==> src/rtl/core/tce_pkg.sv <==
package tce_pkg;

	localparam int RAW_W = 12;
	localparam int DIM_W = 10;
	localparam int SPAN_W = 12;
	localparam int PAIR_W = 13;
	localparam int DIFF_W = 14;
	localparam int SUM_W = 14;
	localparam int DIV_N = 29;
	localparam int DIV_D_W = 11;
	localparam int SLOPE_W = DIV_N + 1;
	localparam int PROD_W = SLOPE_W + SPAN_W;
	localparam int FRAC_HALF = 15;
	localparam int ROUND_SHIFT = 17;
	localparam int RECIP_SHIFT = 20;
	localparam int FIFO_DEPTH = 2;
	localparam int INSET_DIVIDER_DEF = 8;

	localparam int APB_AW = 4;
	localparam int APB_DW = 32;
	localparam logic [APB_AW-1:0] REG_SCREEN_WIDTH = 4'h0;
	localparam logic [APB_AW-1:0] REG_SCREEN_HEIGHT = 4'h4;
	localparam logic [APB_AW-1:0] REG_MIN_SPAN = 4'h8;

	localparam logic [DIM_W-1:0] SCREEN_WIDTH_RST = 10'd240;
	localparam logic [DIM_W-1:0] SCREEN_HEIGHT_RST = 10'd320;
	localparam logic [RAW_W-1:0] MIN_SPAN_RST = 12'd200;

	typedef struct packed {
		logic [3:0][RAW_W-1:0] px;
		logic [3:0][RAW_W-1:0] py;
		logic [DIM_W-1:0] scr_w;
		logic [DIM_W-1:0] scr_h;
		logic [RAW_W-1:0] min_span;
	} set_t;

	typedef struct packed {
		logic start;
		logic neg;
		logic [DIV_N-1:0] dividend;
		logic [DIV_D_W-1:0] divisor;
	} div_req_t;

	typedef struct packed {
		logic busy;
		logic done;
		logic signed [SLOPE_W-1:0] quot;
	} div_rsp_t;

endpackage

==> src/rtl/core/touch_corner_extrapolator.sv <==
// Four-point touch calibration: corner extrapolator.
// Input stream (s_t*): one averaged raw point per item, four per run; point i
// sits on the right inset column when bit1 of i is set, bottom row when bit0 is.
// Output stream (m_t*): four corner items per run in order top-left,
// bottom-left, top-right, bottom-right; m_tlast marks the fourth, m_tuser
// carries the span sanity flag.
// APB port: screen_width at 0x0, screen_height at 0x4, min_span at 0x8; the
// values in force when the fourth point is taken apply to that run.
// Points are taken one per cycle unless the queue is full. A complete run
// enters a two-set queue, so the next run can be loaded while the current one
// is worked on. The back end runs four slope divisions on one shared divider,
// each with 29 shift steps; corners then leave one per cycle while the
// receiver is ready. A zero inset span skips its division.
// Reset clears the point count, the queue and the output; registers return to
// 240, 320 and 200. A stalled receiver holds the current corner; the back end
// waits, and the input stalls only once the queue is full.
module touch_corner_extrapolator #(
	parameter int INSET_DIVIDER = tce_pkg::INSET_DIVIDER_DEF
) (
	input logic clk,
	input logic arst_n,
	input logic s_tvalid,
	output logic s_tready,
	input logic [23:0] s_tdata,    // raw_x[11:0], raw_y[23:12]
	output logic m_tvalid,
	input logic m_tready,
	output logic [31:0] m_tdata,   // corner_index[1:0], corner_x[13:2], corner_y[25:14], zero
	output logic m_tuser,          // spans_ok
	output logic m_tlast,
	input logic psel,
	input logic penable,
	input logic pwrite,
	input logic [tce_pkg::APB_AW-1:0] paddr,
	input logic [tce_pkg::APB_DW-1:0] pwdata,
	output logic [tce_pkg::APB_DW-1:0] prdata,
	output logic pready
);

	localparam int RAW_W = tce_pkg::RAW_W;
	localparam int DIM_W = tce_pkg::DIM_W;

	logic [DIM_W-1:0] scr_w_q, scr_h_q;
	logic [RAW_W-1:0] min_span_q;
	logic cfg_wr;
	logic push, full, pop, not_empty;
	tce_pkg::set_t push_set, pop_set;
	tce_pkg::div_req_t div_req;
	tce_pkg::div_rsp_t div_rsp;
	logic [1:0] corner_index;
	logic [RAW_W-1:0] corner_x, corner_y;

	assign pready = 1'b1;
	assign cfg_wr = psel && penable && pwrite && pready;

	always_ff @(posedge clk or negedge arst_n) begin
		if (!arst_n) begin
			scr_w_q <= tce_pkg::SCREEN_WIDTH_RST;
			scr_h_q <= tce_pkg::SCREEN_HEIGHT_RST;
			min_span_q <= tce_pkg::MIN_SPAN_RST;
		end else if (cfg_wr) begin
			case (paddr)
				tce_pkg::REG_SCREEN_WIDTH: scr_w_q <= pwdata[DIM_W-1:0];
				tce_pkg::REG_SCREEN_HEIGHT: scr_h_q <= pwdata[DIM_W-1:0];
				tce_pkg::REG_MIN_SPAN: min_span_q <= pwdata[RAW_W-1:0];
				default: ;
			endcase
		end
	end

	always_comb begin
		case (paddr)
			tce_pkg::REG_SCREEN_WIDTH: prdata = {{(tce_pkg::APB_DW-DIM_W){1'b0}}, scr_w_q};
			tce_pkg::REG_SCREEN_HEIGHT: prdata = {{(tce_pkg::APB_DW-DIM_W){1'b0}}, scr_h_q};
			tce_pkg::REG_MIN_SPAN: prdata = {{(tce_pkg::APB_DW-RAW_W){1'b0}}, min_span_q};
			default: prdata = '0;
		endcase
	end

	tce_front u_front (
		.clk(clk),
		.arst_n(arst_n),
		.in_valid(s_tvalid),
		.in_ready(s_tready),
		.raw_x(s_tdata[RAW_W-1:0]),
		.raw_y(s_tdata[2*RAW_W-1:RAW_W]),
		.scr_w(scr_w_q),
		.scr_h(scr_h_q),
		.min_span(min_span_q),
		.full(full),
		.push(push),
		.push_set(push_set)
	);

	tce_fifo u_fifo (
		.clk(clk),
		.arst_n(arst_n),
		.push(push),
		.push_set(push_set),
		.full(full),
		.pop(pop),
		.not_empty(not_empty),
		.pop_set(pop_set)
	);

	tce_div u_div (
		.clk(clk),
		.arst_n(arst_n),
		.req(div_req),
		.rsp(div_rsp)
	);

	tce_back #(
		.INSET_DIVIDER(INSET_DIVIDER)
	) u_back (
		.clk(clk),
		.arst_n(arst_n),
		.set_valid(not_empty),
		.set_in(pop_set),
		.set_pop(pop),
		.div_req(div_req),
		.div_rsp(div_rsp),
		.out_valid(m_tvalid),
		.out_ready(m_tready),
		.corner_index(corner_index),
		.corner_x(corner_x),
		.corner_y(corner_y),
		.spans_ok(m_tuser),
		.last_corner(m_tlast)
	);

	assign m_tdata = {6'b0, corner_y, corner_x, corner_index};

endmodule

==> src/rtl/core/tce_front.sv <==
module tce_front (
	input logic clk,
	input logic arst_n,
	input logic in_valid,
	output logic in_ready,
	input logic [tce_pkg::RAW_W-1:0] raw_x,
	input logic [tce_pkg::RAW_W-1:0] raw_y,
	input logic [tce_pkg::DIM_W-1:0] scr_w,
	input logic [tce_pkg::DIM_W-1:0] scr_h,
	input logic [tce_pkg::RAW_W-1:0] min_span,
	input logic full,
	output logic push,
	output tce_pkg::set_t push_set
);

	logic [1:0] count_q;
	logic [2:0][tce_pkg::RAW_W-1:0] px_q;
	logic [2:0][tce_pkg::RAW_W-1:0] py_q;
	logic accept;
	logic fourth;

	assign fourth = (count_q == 2'd3);
	assign in_ready = !fourth || !full;
	assign accept = in_valid && in_ready;
	assign push = accept && fourth;

	always_comb begin
		push_set.px = {raw_x, px_q[2], px_q[1], px_q[0]};
		push_set.py = {raw_y, py_q[2], py_q[1], py_q[0]};
		push_set.scr_w = scr_w;
		push_set.scr_h = scr_h;
		push_set.min_span = min_span;
	end

	always_ff @(posedge clk or negedge arst_n) begin
		if (!arst_n) begin
			count_q <= 2'd0;
		end else if (accept) begin
			count_q <= count_q + 2'd1;
		end
	end

	always_ff @(posedge clk) begin
		if (accept && !fourth) begin
			px_q[count_q] <= raw_x;
			py_q[count_q] <= raw_y;
		end
	end

endmodule

==> src/rtl/core/tce_fifo.sv <==
module tce_fifo (
	input logic clk,
	input logic arst_n,
	input logic push,
	input tce_pkg::set_t push_set,
	output logic full,
	input logic pop,
	output logic not_empty,
	output tce_pkg::set_t pop_set
);

	localparam int DEPTH = tce_pkg::FIFO_DEPTH;
	localparam int PTR_W = (DEPTH > 1) ? $clog2(DEPTH) : 1;
	localparam int CNT_W = $clog2(DEPTH + 1);
	localparam logic [PTR_W-1:0] PTR_LAST = PTR_W'(DEPTH - 1);
	localparam logic [CNT_W-1:0] CNT_FULL = CNT_W'(DEPTH);

	tce_pkg::set_t mem_q [DEPTH];
	logic [PTR_W-1:0] wr_ptr_q;
	logic [PTR_W-1:0] rd_ptr_q;
	logic [CNT_W-1:0] count_q;

	assign full = (count_q == CNT_FULL);
	assign not_empty = (count_q != '0);
	assign pop_set = mem_q[rd_ptr_q];

	always_ff @(posedge clk or negedge arst_n) begin
		if (!arst_n) begin
			wr_ptr_q <= '0;
			rd_ptr_q <= '0;
			count_q <= '0;
		end else begin
			if (push) begin
				wr_ptr_q <= (wr_ptr_q == PTR_LAST) ? '0 : wr_ptr_q + PTR_W'(1);
			end
			if (pop) begin
				rd_ptr_q <= (rd_ptr_q == PTR_LAST) ? '0 : rd_ptr_q + PTR_W'(1);
			end
			if (push && !pop) begin
				count_q <= count_q + CNT_W'(1);
			end else if (pop && !push) begin
				count_q <= count_q - CNT_W'(1);
			end
		end
	end

	always_ff @(posedge clk) begin
		if (push) begin
			mem_q[wr_ptr_q] <= push_set;
		end
	end

	a_no_push_full: assert property (@(posedge clk) disable iff (!arst_n)
		push |-> (!full || pop))
		else $error("set pushed into full queue");

	a_no_pop_empty: assert property (@(posedge clk) disable iff (!arst_n)
		pop |-> not_empty)
		else $error("set popped from empty queue");

endmodule

==> src/rtl/core/tce_div.sv <==
module tce_div (
	input logic clk,
	input logic arst_n,
	input tce_pkg::div_req_t req,
	output tce_pkg::div_rsp_t rsp
);

	localparam int N = tce_pkg::DIV_N;
	localparam int DW = tce_pkg::DIV_D_W;
	localparam int CNT_W = $clog2(N);
	localparam logic [CNT_W-1:0] CNT_LAST = CNT_W'(N - 1);

	logic busy_q;
	logic done_q;
	logic [CNT_W-1:0] cnt_q;
	logic [N-1:0] n_q;
	logic [DW-1:0] rem_q;
	logic [DW-1:0] d_q;
	logic neg_q;
	logic [DW:0] rem_sh;
	logic [DW:0] rem_sub;
	logic ge;

	assign rem_sh = {rem_q, n_q[N-1]};
	assign ge = (rem_sh >= {1'b0, d_q});
	assign rem_sub = rem_sh - {1'b0, d_q};

	always_comb begin
		rsp.busy = busy_q;
		rsp.done = done_q;
		rsp.quot = neg_q ? -$signed({1'b0, n_q}) : $signed({1'b0, n_q});
	end

	always_ff @(posedge clk or negedge arst_n) begin
		if (!arst_n) begin
			busy_q <= 1'b0;
			done_q <= 1'b0;
			cnt_q <= '0;
		end else begin
			done_q <= busy_q && (cnt_q == CNT_LAST);
			if (req.start) begin
				busy_q <= 1'b1;
				cnt_q <= '0;
			end else if (busy_q) begin
				if (cnt_q == CNT_LAST) begin
					busy_q <= 1'b0;
				end
				cnt_q <= cnt_q + CNT_W'(1);
			end
		end
	end

	always_ff @(posedge clk) begin
		if (req.start) begin
			n_q <= req.dividend;
			d_q <= req.divisor;
			neg_q <= req.neg;
			rem_q <= '0;
		end else if (busy_q) begin
			n_q <= {n_q[N-2:0], ge};
			rem_q <= ge ? rem_sub[DW-1:0] : rem_sh[DW-1:0];
		end
	end

	a_start_idle: assert property (@(posedge clk) disable iff (!arst_n)
		req.start |-> (!busy_q && !done_q))
		else $error("divider started while busy");

endmodule

==> src/rtl/core/tce_back.sv <==
module tce_back #(
	parameter int INSET_DIVIDER = tce_pkg::INSET_DIVIDER_DEF
) (
	input logic clk,
	input logic arst_n,
	input logic set_valid,
	input tce_pkg::set_t set_in,
	output logic set_pop,
	output tce_pkg::div_req_t div_req,
	input tce_pkg::div_rsp_t div_rsp,
	output logic out_valid,
	input logic out_ready,
	output logic [1:0] corner_index,
	output logic [tce_pkg::RAW_W-1:0] corner_x,
	output logic [tce_pkg::RAW_W-1:0] corner_y,
	output logic spans_ok,
	output logic last_corner
);

	localparam int RAW_W = tce_pkg::RAW_W;
	localparam int DIM_W = tce_pkg::DIM_W;
	localparam int SPAN_W = tce_pkg::SPAN_W;
	localparam int PAIR_W = tce_pkg::PAIR_W;
	localparam int DIFF_W = tce_pkg::DIFF_W;
	localparam int SUM_W = tce_pkg::SUM_W;
	localparam int SLOPE_W = tce_pkg::SLOPE_W;
	localparam int PROD_W = tce_pkg::PROD_W;
	localparam int RS = tce_pkg::RECIP_SHIFT;
	localparam int RECIP = ((1 << RS) + INSET_DIVIDER - 1) / INSET_DIVIDER;
	localparam int RECIP_W = RS + 1;
	localparam int MUL_W = DIM_W + RECIP_W;
	localparam logic [RECIP_W-1:0] RECIP_C = RECIP_W'(RECIP);
	localparam int TOP_W = PROD_W - SUM_W - tce_pkg::FRAC_HALF;
	localparam logic signed [PROD_W-1:0] HALF_ROUND = PROD_W'(1) <<< (tce_pkg::ROUND_SHIFT - 1);
	localparam logic [RAW_W-1:0] RAW_MAX = {RAW_W{1'b1}};

	typedef enum logic [7:0] {
		ST_IDLE = 8'b0000_0001,
		ST_LOAD = 8'b0000_0010,
		ST_PREP = 8'b0000_0100,
		ST_DIV = 8'b0000_1000,
		ST_MUL = 8'b0001_0000,
		ST_CORN = 8'b0010_0000,
		ST_SPREAD = 8'b0100_0000,
		ST_EMIT = 8'b1000_0000
	} state_t;

	function automatic logic [DIM_W-1:0] inset(input logic [DIM_W-1:0] d);
		logic [MUL_W-1:0] p;
		p = {{RECIP_W{1'b0}}, d} * {{DIM_W{1'b0}}, RECIP_C};
		return p[RS +: DIM_W];
	endfunction

	function automatic logic [SPAN_W-1:0] inner_span(input logic [DIM_W-1:0] d);
		return {2'b00, d} - SPAN_W'(1) - {1'b0, inset(d), 1'b0};
	endfunction

	function automatic logic [RAW_W-1:0] spread(input logic [3:0][RAW_W-1:0] v);
		logic [RAW_W-1:0] lo01, hi01, lo23, hi23, lo, hi;
		lo01 = (v[0] < v[1]) ? v[0] : v[1];
		hi01 = (v[0] < v[1]) ? v[1] : v[0];
		lo23 = (v[2] < v[3]) ? v[2] : v[3];
		hi23 = (v[2] < v[3]) ? v[3] : v[2];
		lo = (lo01 < lo23) ? lo01 : lo23;
		hi = (hi01 > hi23) ? hi01 : hi23;
		return hi - lo;
	endfunction

	state_t state_q;
	tce_pkg::set_t set_q;
	logic signed [SPAN_W-1:0] span_x_q, span_y_q, wm1_q, hm1_q;
	logic axis_q, sel_q, mul_ph_q;
	logic signed [SLOPE_W-1:0] slope_a_q, slope_b_q;
	logic signed [PROD_W-1:0] prod_a_q, prod_b_q;
	logic [SUM_W-1:0] sum_q;
	logic [1:0] ci_q, eidx_q;
	logic [3:0][RAW_W-1:0] cx_q, cy_q;
	logic ok_q;
	logic out_valid_q, out_ok_q, out_last_q;
	logic [1:0] out_idx_q;
	logic [RAW_W-1:0] out_x_q, out_y_q;

	logic [3:0][RAW_W-1:0] s;
	logic [PAIR_W-1:0] p_hi, p_lo;
	logic signed [DIFF_W-1:0] diff;
	logic [DIFF_W-1:0] diff_abs;
	logic signed [SPAN_W-1:0] span;
	logic [SPAN_W-1:0] span_abs;
	logic span_zero;
	logic signed [PROD_W-1:0] v2, t2, term_a, term_b;
	logic [RAW_W-1:0] corner_val;
	logic emit_go;

	assign s = axis_q ? set_q.py : set_q.px;

	always_comb begin
		if (sel_q) begin
			p_hi = {1'b0, s[1]} + {1'b0, s[3]};
			p_lo = {1'b0, s[0]} + {1'b0, s[2]};
			span = span_y_q;
		end else begin
			p_hi = {1'b0, s[2]} + {1'b0, s[3]};
			p_lo = {1'b0, s[0]} + {1'b0, s[1]};
			span = span_x_q;
		end
		diff = $signed({1'b0, p_hi}) - $signed({1'b0, p_lo});
		diff_abs = diff[DIFF_W-1] ? -diff : diff;
		span_abs = span[SPAN_W-1] ? -span : span;
		span_zero = (span == '0);
	end

	always_comb begin
		div_req.start = (state_q == ST_PREP) && !span_zero;
		div_req.neg = diff[DIFF_W-1] ^ span[SPAN_W-1];
		div_req.dividend = {diff_abs[DIFF_W-2:0], {(tce_pkg::DIV_N - DIFF_W + 1){1'b0}}};
		div_req.divisor = {span_abs[tce_pkg::DIV_D_W-2:0], 1'b0};
	end

	always_comb begin
		term_a = ci_q[1] ? prod_a_q : -prod_a_q;
		term_b = ci_q[0] ? prod_b_q : -prod_b_q;
		v2 = $signed({{TOP_W{1'b0}}, sum_q, {tce_pkg::FRAC_HALF{1'b0}}}) + term_a + term_b;
		t2 = v2 + HALF_ROUND;
		if (v2[PROD_W-1]) begin
			corner_val = '0;
		end else if (|t2[PROD_W-1:tce_pkg::ROUND_SHIFT+RAW_W]) begin
			corner_val = RAW_MAX;
		end else begin
			corner_val = t2[tce_pkg::ROUND_SHIFT +: RAW_W];
		end
	end

	assign emit_go = (state_q == ST_EMIT) && (!out_valid_q || out_ready);
	assign set_pop = (state_q == ST_IDLE) && set_valid;

	always_ff @(posedge clk or negedge arst_n) begin
		if (!arst_n) begin
			state_q <= ST_IDLE;
			axis_q <= 1'b0;
			sel_q <= 1'b0;
			mul_ph_q <= 1'b0;
			ci_q <= 2'd0;
			eidx_q <= 2'd0;
			out_valid_q <= 1'b0;
		end else begin
			if (emit_go) begin
				out_valid_q <= 1'b1;
			end else if (out_ready) begin
				out_valid_q <= 1'b0;
			end
			case (state_q)
				ST_IDLE: begin
					if (set_valid) begin
						state_q <= ST_LOAD;
					end
				end
				ST_LOAD: begin
					axis_q <= 1'b0;
					sel_q <= 1'b0;
					state_q <= ST_PREP;
				end
				ST_PREP: begin
					if (!span_zero) begin
						state_q <= ST_DIV;
					end else if (!sel_q) begin
						sel_q <= 1'b1;
					end else begin
						mul_ph_q <= 1'b0;
						state_q <= ST_MUL;
					end
				end
				ST_DIV: begin
					if (div_rsp.done) begin
						if (!sel_q) begin
							sel_q <= 1'b1;
							state_q <= ST_PREP;
						end else begin
							mul_ph_q <= 1'b0;
							state_q <= ST_MUL;
						end
					end
				end
				ST_MUL: begin
					mul_ph_q <= 1'b1;
					if (mul_ph_q) begin
						ci_q <= 2'd0;
						state_q <= ST_CORN;
					end
				end
				ST_CORN: begin
					ci_q <= ci_q + 2'd1;
					if (ci_q == 2'd3) begin
						if (!axis_q) begin
							axis_q <= 1'b1;
							sel_q <= 1'b0;
							state_q <= ST_PREP;
						end else begin
							state_q <= ST_SPREAD;
						end
					end
				end
				ST_SPREAD: begin
					eidx_q <= 2'd0;
					state_q <= ST_EMIT;
				end
				ST_EMIT: begin
					if (emit_go) begin
						eidx_q <= eidx_q + 2'd1;
						if (eidx_q == 2'd3) begin
							state_q <= ST_IDLE;
						end
					end
				end
				default: begin
					state_q <= ST_IDLE;
				end
			endcase
		end
	end

	always_ff @(posedge clk) begin
		if (set_pop) begin
			set_q <= set_in;
		end
		if (state_q == ST_LOAD) begin
			span_x_q <= $signed(inner_span(set_q.scr_w));
			span_y_q <= $signed(inner_span(set_q.scr_h));
			wm1_q <= $signed({2'b00, set_q.scr_w} - SPAN_W'(1));
			hm1_q <= $signed({2'b00, set_q.scr_h} - SPAN_W'(1));
		end
		if (state_q == ST_PREP && span_zero) begin
			if (sel_q) begin
				slope_b_q <= '0;
			end else begin
				slope_a_q <= '0;
			end
		end
		if (state_q == ST_DIV && div_rsp.done) begin
			if (sel_q) begin
				slope_b_q <= div_rsp.quot;
			end else begin
				slope_a_q <= div_rsp.quot;
			end
		end
		if (state_q == ST_MUL) begin
			if (mul_ph_q) begin
				prod_b_q <= slope_b_q * hm1_q;
			end else begin
				prod_a_q <= slope_a_q * wm1_q;
				sum_q <= {2'b00, s[0]} + {2'b00, s[1]} + {2'b00, s[2]} + {2'b00, s[3]};
			end
		end
		if (state_q == ST_CORN) begin
			if (axis_q) begin
				cy_q[ci_q] <= corner_val;
			end else begin
				cx_q[ci_q] <= corner_val;
			end
		end
		if (state_q == ST_SPREAD) begin
			ok_q <= (spread(cx_q) >= set_q.min_span) && (spread(cy_q) >= set_q.min_span);
		end
		if (emit_go) begin
			out_idx_q <= eidx_q;
			out_x_q <= cx_q[eidx_q];
			out_y_q <= cy_q[eidx_q];
			out_ok_q <= ok_q;
			out_last_q <= (eidx_q == 2'd3);
		end
	end

	assign out_valid = out_valid_q;
	assign corner_index = out_idx_q;
	assign corner_x = out_x_q;
	assign corner_y = out_y_q;
	assign spans_ok = out_ok_q;
	assign last_corner = out_last_q;

	a_div_running: assert property (@(posedge clk) disable iff (!arst_n)
		(state_q == ST_DIV) |-> (div_rsp.busy || div_rsp.done))
		else $error("waiting on divider that is not running");

	a_last_on_corner3: assert property (@(posedge clk) disable iff (!arst_n)
		out_valid_q |-> (out_last_q == (out_idx_q == 2'd3)))
		else $error("last flag not on fourth corner");

	a_emit_to_idle: assert property (@(posedge clk) disable iff (!arst_n)
		(emit_go && eidx_q == 2'd3) |=> (state_q == ST_IDLE))
		else $error("sequencer did not return to idle after fourth corner");

endmodule
==> config.mk <==
export PLATFORM = sky130hd
export DESIGN_NAME = touch_corner_extrapolator
export DESIGN_NICKNAME = d
export VERILOG_FILES = /design/src/rtl/core/tce_pkg.sv /design/src/rtl/core/touch_corner_extrapolator.sv /design/src/rtl/core/tce_front.sv /design/src/rtl/core/tce_fifo.sv /design/src/rtl/core/tce_div.sv /design/src/rtl/core/tce_back.sv
export SDC_FILE = /design/constraint.sdc
export NUM_CORES = 2
export LEC_CHECK = 0
export ABC_AREA = 1
export BUFFER_PORTS_ARGS = -buffer_cell sky130_fd_sc_hd__buf_2
export CAP_MARGIN = 25
export CORE_UTILIZATION = 59
export DETAILED_ROUTE_END_ITERATION = 6
export PLACE_DENSITY = 0.78
export RECOVER_POWER = 25
export SLEW_MARGIN = 20
export SYNTH_ARGS = -nofsm -noshare
export SYNTH_HDL_FRONTEND = slang
export SYNTH_SLANG_ARGS = --single-unit
==> constraint.sdc <==
create_clock -name clk -period 8.55 [get_ports clk]
set_input_delay 1.71 -clock clk [delete_from_list [all_inputs] [get_ports clk]]
set_output_delay 1.71 -clock clk [all_outputs]
set_load 0.01 [all_outputs]
# Word-level counts from Yosys, hierarchy flattened
# Memory sizes are Yosys's and may differ from the RTL's. A register that Yosys moved wholly into a read port is not among the register bits.
# Index checks and enable logic that the tools add are counted.
# totals
ff_bits	513
latch_bits	0
mem_bits_rw	256
mem_bits_ro	0
inputBits	67
n_memories	1
# mem_list
memory	depth	word_bits	read_ports	rd_clocked_by_memory_dff	write_ports	line	rtl
u_fifo.mem_q	2	128	1	1	1	tce_fifo.sv:18	tce_pkg::set_t mem_q [DEPTH];
# op_classes
n_addsub	31
mul	2
n_div	0
n_lt_le_gt_ge	16
eq_ne	24
shifts	0
n_mux	86
bitwise_logic	3
n_reduce_logical	49
# ops
op	count
30-bit two-way mux	9
12-bit two-way mux	19
48-bit bitwise mux	2
42-bit two-way mux	2
42-bit negation	2
30-bit by 11-bit multiplier with 41-bit output	2
36-bit bitwise mux	2
12-bit less-than comparator	6
12-bit by 12-bit adder with 13-bit output	5
8-bit two-way mux	8
8-bit one-hot mux with 8 select lines	1
29-bit two-way mux	2
12-bit binary-select mux with 2-bit select	2
12-bit demux with 2-bit select	2
48-bit two-way mux	1
30-bit by 42-bit adder with 42-bit output	1
42-bit by 18-bit adder with 42-bit output, second input constant	1
42-bit adder	1
13-bit two-way mux	3
12-bit one-hot mux with 3 select lines	1
29-bit negation with 30-bit output	1
14-bit by 12-bit adder with 14-bit output	2
12-bit >= comparator	2
12-bit > comparator	2
other kinds (54)	132

# Depth between registers and ports, before layout
# logic_depth
depth_word	9
depth_mapped	42

# Modules after synthesis
# Synthesis repeated with hierarchy kept, for this count alone.
# unflattened
cells_unflattened	8073
area_unflattened_um2	73490.5
# by_module_without_submodules
module	n_inst	cells_each	area_each_um2	seq_area_each_um2
tce_back	1	6715	55329.3	14004.7
tce_fifo	1	423	9486.6	7787.5
tce_div	1	547	4093.9	1626.6
tce_front	1	154	2766.4	2212.1
touch_corner_extrapolator	1	234	1814.2	812.0

# Worst setup path before layout
# OpenSTA, ideal clock, no wires.
# synth_path
kind	flip-flop to flip-flop
start	reg u_back.state_q[0]
end	reg u_fifo.count_q[1]
t_arrival_ns	8.680
required_time_ns	8.419
slack_ns	-0.261
stages_incl_launch_ff	14
n_path_buf	0
period_less_slack_ns	8.811
cell_sequence	dfstp_2 nor2_1 inv_1 nor2_1 nand4_1 nor2_1 a311oi_1 nand4_1 nor2_1 inv_1 ha_1 a21oi_1 o21ai_0 xor2_1
# synth_via
elab_chain_cells	5
# synth_rtl
element	line	rtl
start, declared	tce_back.sv:69	state_t state_q;
start signal, assigned	tce_back.sv:138	state_q <= ST_IDLE;
start signal, assigned	tce_back.sv:154	state_q <= ST_LOAD;
start signal, assigned	tce_back.sv:160	state_q <= ST_PREP;
8-bit by 1-bit equality test with 1-bit output *	tce_back.sv:134	assign set_pop = (state_q == ST_IDLE) && set_valid;
1-bit logical AND *	tce_back.sv:134	
net pop	touch_corner_extrapolator.sv:45	logic push, full, pop, not_empty;
1-bit zero test	tce_fifo.sv:39	if (push && !pop) begin
1-bit logical AND	tce_fifo.sv:39	
2-bit two-way mux or 2-bit nonzero test (tied branches)	-	
end signal, assigned	tce_fifo.sv:40	count_q <= count_q + CNT_W'(1);
end signal, assigned	tce_fifo.sv:42	count_q <= count_q - CNT_W'(1);
end, declared	tce_fifo.sv:21	logic [CNT_W-1:0] count_q;
# The timed path passes the listed nets; every way through them passes the cells marked *.
# A chain may end at the register's enable or synchronous reset.

# Worst setup path after layout
# layout_path
start	reg u_back.cx_q[8] in the netlist's numbering
end	reg u_back.ok_q (data pin)
# layout_via
elab_chain_cells	7
# layout_rtl
element	line	rtl
start, declared	tce_back.sv:77	logic [3:0][RAW_W-1:0] cx_q, cy_q;
start signal, assigned by index	tce_back.sv:257	cx_q[ci_q] <= corner_val;
12-bit less-than comparator	tce_back.sv:60, tce_back.sv:61	
12-bit two-way mux (on tied branches)	tce_back.sv:61, tce_back.sv:60	
12-bit > comparator or 12-bit less-than comparator (tied branches)	tce_back.sv:65, tce_back.sv:64	
12-bit two-way mux (on tied branches)	tce_back.sv:65, tce_back.sv:64	
12-bit subtractor *	tce_back.sv:66	return hi - lo;
12-bit >= comparator *	tce_back.sv:261	ok_q <= (spread(cx_q) >= set_q.min_span) && (spread(cy_q) >= set_q.min_span);
1-bit logical AND *	tce_back.sv:261	
end signal, assigned	tce_back.sv:261	
end, declared	tce_back.sv:78	logic ok_q;
# Every way passes the cells marked *; elsewhere a longest branch is shown, timed or not.

==> summary.md <==
| Metric | Value |
|---|---|
| Status | finished with violations |
| Violations in the final reports | max-capacitance violations, max-slew violations |
| Post-route ant nets | 0 |
| Initial antenna violation count | 5 |
| Min-delay worst type | flip-flop to flip-flop |
| Synth area leader | edfxtp_1 |
| Post-Synthesis Cells | 7912 |
| GP Congestion | 1.01 |
| Sequential share of the synthesized area | 0.359 |
| Cell Area, Synth | 71500 um2 |
| CP Data Arrival Time | 7.90 ns |
| Final hold vios | 0 |
| WP data required | 8.99 ns |
| Chip height | 350 um |
| Unrepaired setup endpoints after global routing | false |
| Starting density of the core | 0.596 |
| Total power | 9.55 mW |
| Drt first pass iters | 6 |
| DRC Markers | 0 |
| Slowest CP cell | o211ai_1 |
| DRT Wirelength | 179000 um |
| Core Area | 120000 um2 |
| Worst VDD drop | ~270 uV |
| Vias per cell | 5.49 |
| Final min period | 7.46 ns |
| Worst Reg-to-Reg Cells | 28 |
| Power Density | around 120 nW/um2 |
| DR iter-0 viols | 4880 |
| Share of post-route cells with drive strength above 1 | 0.0650 |
| Die span in x | between 300 and 400 um |
| Fmax | between 100 and 150 MHz |
| Post-synth cell types | 64 |
| Root Buffer | clkbuf_16 |
| Num CTS Buffers | between 90 and 100 |
| Top cells by count, synth | nand2_1 (1694), inv_1 (1656), edfxtp_1 (747) |
| GRT Overall Usage | 0.297 |
| Top cell type's share of synthesized area | 0.314 |
| Total negative slack | 0 ns |
| Max Slew Vio Count | 154 |
| Cts repair resizes | 0 |
| Die footprint | ~120000 um2 |
| Count leader, synth | nand2_1 |
| Main flop type after synthesis | edfxtp_1 |
| Worst Setup Start Kind | flip-flop |
| Synth Register Bits | 893 |
| Final period util | 0.873 |
| H-tree Lvls | 3 |
| Largest net degree at the start of global routing | 93 |
| Max_slew headroom | -1.38 |
| Worst hold path depth | 0 |
| Latest clock arrival within the worst-skew pair | 0.70 ns |
| Leakage power | 36.7 nW |
| # port buffers | 88 |
| Clock tree buffer depth | 3 |
| Ys Warns | 0 |
| TritonCTS clock tree | done |
| Final setup violation count | 0 |
| Crit path kind | flip-flop to flip-flop |
| Crit. End Element | flip-flop |
| Top post-synthesis cells by area | edfxtp_1 (31%), fa_1 (17%), nand2_1 (8.9%) |
| Async SR Flop Fraction | 0.0683 |
| Post-CTS setup buffer count | 0 |
| Clock sink total | 893 |
| Post-synth EDFFs | 747 |
| Remaining Overflow, GRT | 0 |
| WL/cell | 18.6 um |
| CTS clock-pin slew for the worst setup and hold paths | approximately 0.06 ns |
| Worst-path fanout max | 34 |
| Clk_skew | 0.0436 ns |
| Area growth, synth to finish | 7.26% |
| First-pass GRT wire length | between 200000 and 300000 um |
| Row cnt | 127 |
| Via count | 52800 |
| Cts-stage hold buffer count | 0 |
| Worst-Margin Slew | 3.57 ns |
| Vias in the first global route | 53200 |
| Max-cap violations | 3 |
| Final HPWL DP | 139000 um |
| Syn Area/Cell | 9.04 um2 |
| Top Ports | 136 |
| Nets@finish | 9067 |
| Slowest cell delay on critical path | 0.84 ns |
[registers in the layout, indices dropped and copies added, names as in the netlist, 12 cells and up, named ones only]
| name | cells |
|---|---|
| u_back.corner_x | 12 |
| u_back.cy_q | 48 |
| u_fifo.mem_q | 256 |
| u_front.push_set | 72 |
| u_back.span_y_q | 12 |
| u_back.prod_a_q | 41 |
| u_back.sum_q | 14 |
| u_back.prod_b_q | 41 |
| u_back.set_q | 128 |
| u_back.slope_b_q | 29 |
| u_back.slope_a_q | 29 |
| u_back.corner_y | 12 |
| min_span_q | 12 |
| u_back.cx_q | 48 |
| u_div.n_q | 29 |
[worst max-delay path, delay by kind of cell (launching register included)]
| family | cells | cell delay [ns] |
|---|---|---|
| compound gates | 15 | 3.85 |
| xor+xnor | 1 | 0.16 |
| fa+ha+maj | 4 | 1.29 |
| buf+inv | 4 | 0.70 |
| flops | 1 | 0.47 |
| simple gates | 4 | 0.72 |
[through the flow]
step	utilization	hold slack, ns	instances	worst slack [ns]	area (um2)
global route	0.639	0.430	9602	0.480	76700
global placement	0.612	0.408	9418	1.40	73400
floorplan	-	0.400	7937	0.645	71600
detailed placement	0.613	0.419	9426	1.32	73500
CTS	0.639	0.418	9595	1.26	76600
finish	0.639	0.426	9604	1.09	76700
[layout by cell type, fill, tap and decap left out, types with 15 or more instances in the layout]
cell type     n
nor4_1       17
o21bai_1     32
a21oi_1     389
clkbuf_1     47
a31oi_1      26
nand2_1    1694
conb_1       27
inv_1      1654
o22ai_1      85
nor2_4       19
xnor2_1      84
nor2_1      411
fa_1        612
ha_1        476
nand2_2      16
nand4_1      77
edfxtp_1    747
o31ai_1      19
buf_2        63
o21ai_0     363
buf_4        52
xor2_1      230
or2_2        38
a21o_1       15
dfxtp_1      85
clkinv_2     17
clkbuf_16    93
dfrtp_1      50
nand3_1     158
nor2_2       24
mux2_2      126
nor3_1       54
[worst paths after layout]
path / end / slack [ns] / startpoint
worst max-delay path: u_back.ok_q$_DFFE_PP_ / 1.09 / u_back.cx_q[8]$_DFFE_PP_
worst min-delay path: u_back.spans_ok$_DFFE_PP_ / 0.43 / u_back.ok_q$_DFFE_PP_
worst max register to register: u_back.ok_q$_DFFE_PP_ / 1.09 / u_back.cx_q[8]$_DFFE_PP_
worst min register to register: u_back.spans_ok$_DFFE_PP_ / 0.43 / u_back.ok_q$_DFFE_PP_
max in group asynchronous: u_back.sel_q$_DFFE_PN0P_ / 4.03 / arst_n
min in group asynchronous: u_back.eidx_q[0]$_DFFE_PN0P_ / 2.23 / arst_n
[layer usage]
layer	track usage	up-vias	share of wire
li1	-	25000	-
met5	0	-	0
met2	0.498	1925	0.48
met4	0.138	0	0.050
met3	0.0444	350	0.072
met1	0.380	25500	0.40
[power by group]
| group | switching [mW] | internal [mW] |
|---|---|---|
| Combinational | 0.237 | 0.0914 |
| Clock | 1.77 | 2.35 |
| Sequential | 0.0934 | 5.01 |
[cells by family after synthesis]
logic type	Yosys count	share of synthesized area
AO/OA/AOI/OAI	998	0.0770
XOR/XNOR	314	0.0385
adder cells (fa/ha/maj)	1088	0.255
buffers and inverters	1945	0.104
flip-flops	893	0.359
multiplexers	132	0.0207
other	2	0.000105
AND/OR/NAND/NOR	2540	0.146
[final cells by class]
| class | instances | area, um2 |
|---|---|---|
| diodes | 4 | 10.0 |
| flip-flops and latches | 893 | 25700 |
| well taps | 1612 | 2020 |
| inverters | 1672 | 6280 |
| multi-input cells | 5099 | 38600 |
| clock buffers | 115 | 2440 |
| clock inverters | 54 | 661 |
| repair buffers | 155 | 1050 |
| fillers | 9457 | 43300 |
Power figures use the tool's default switching activity.
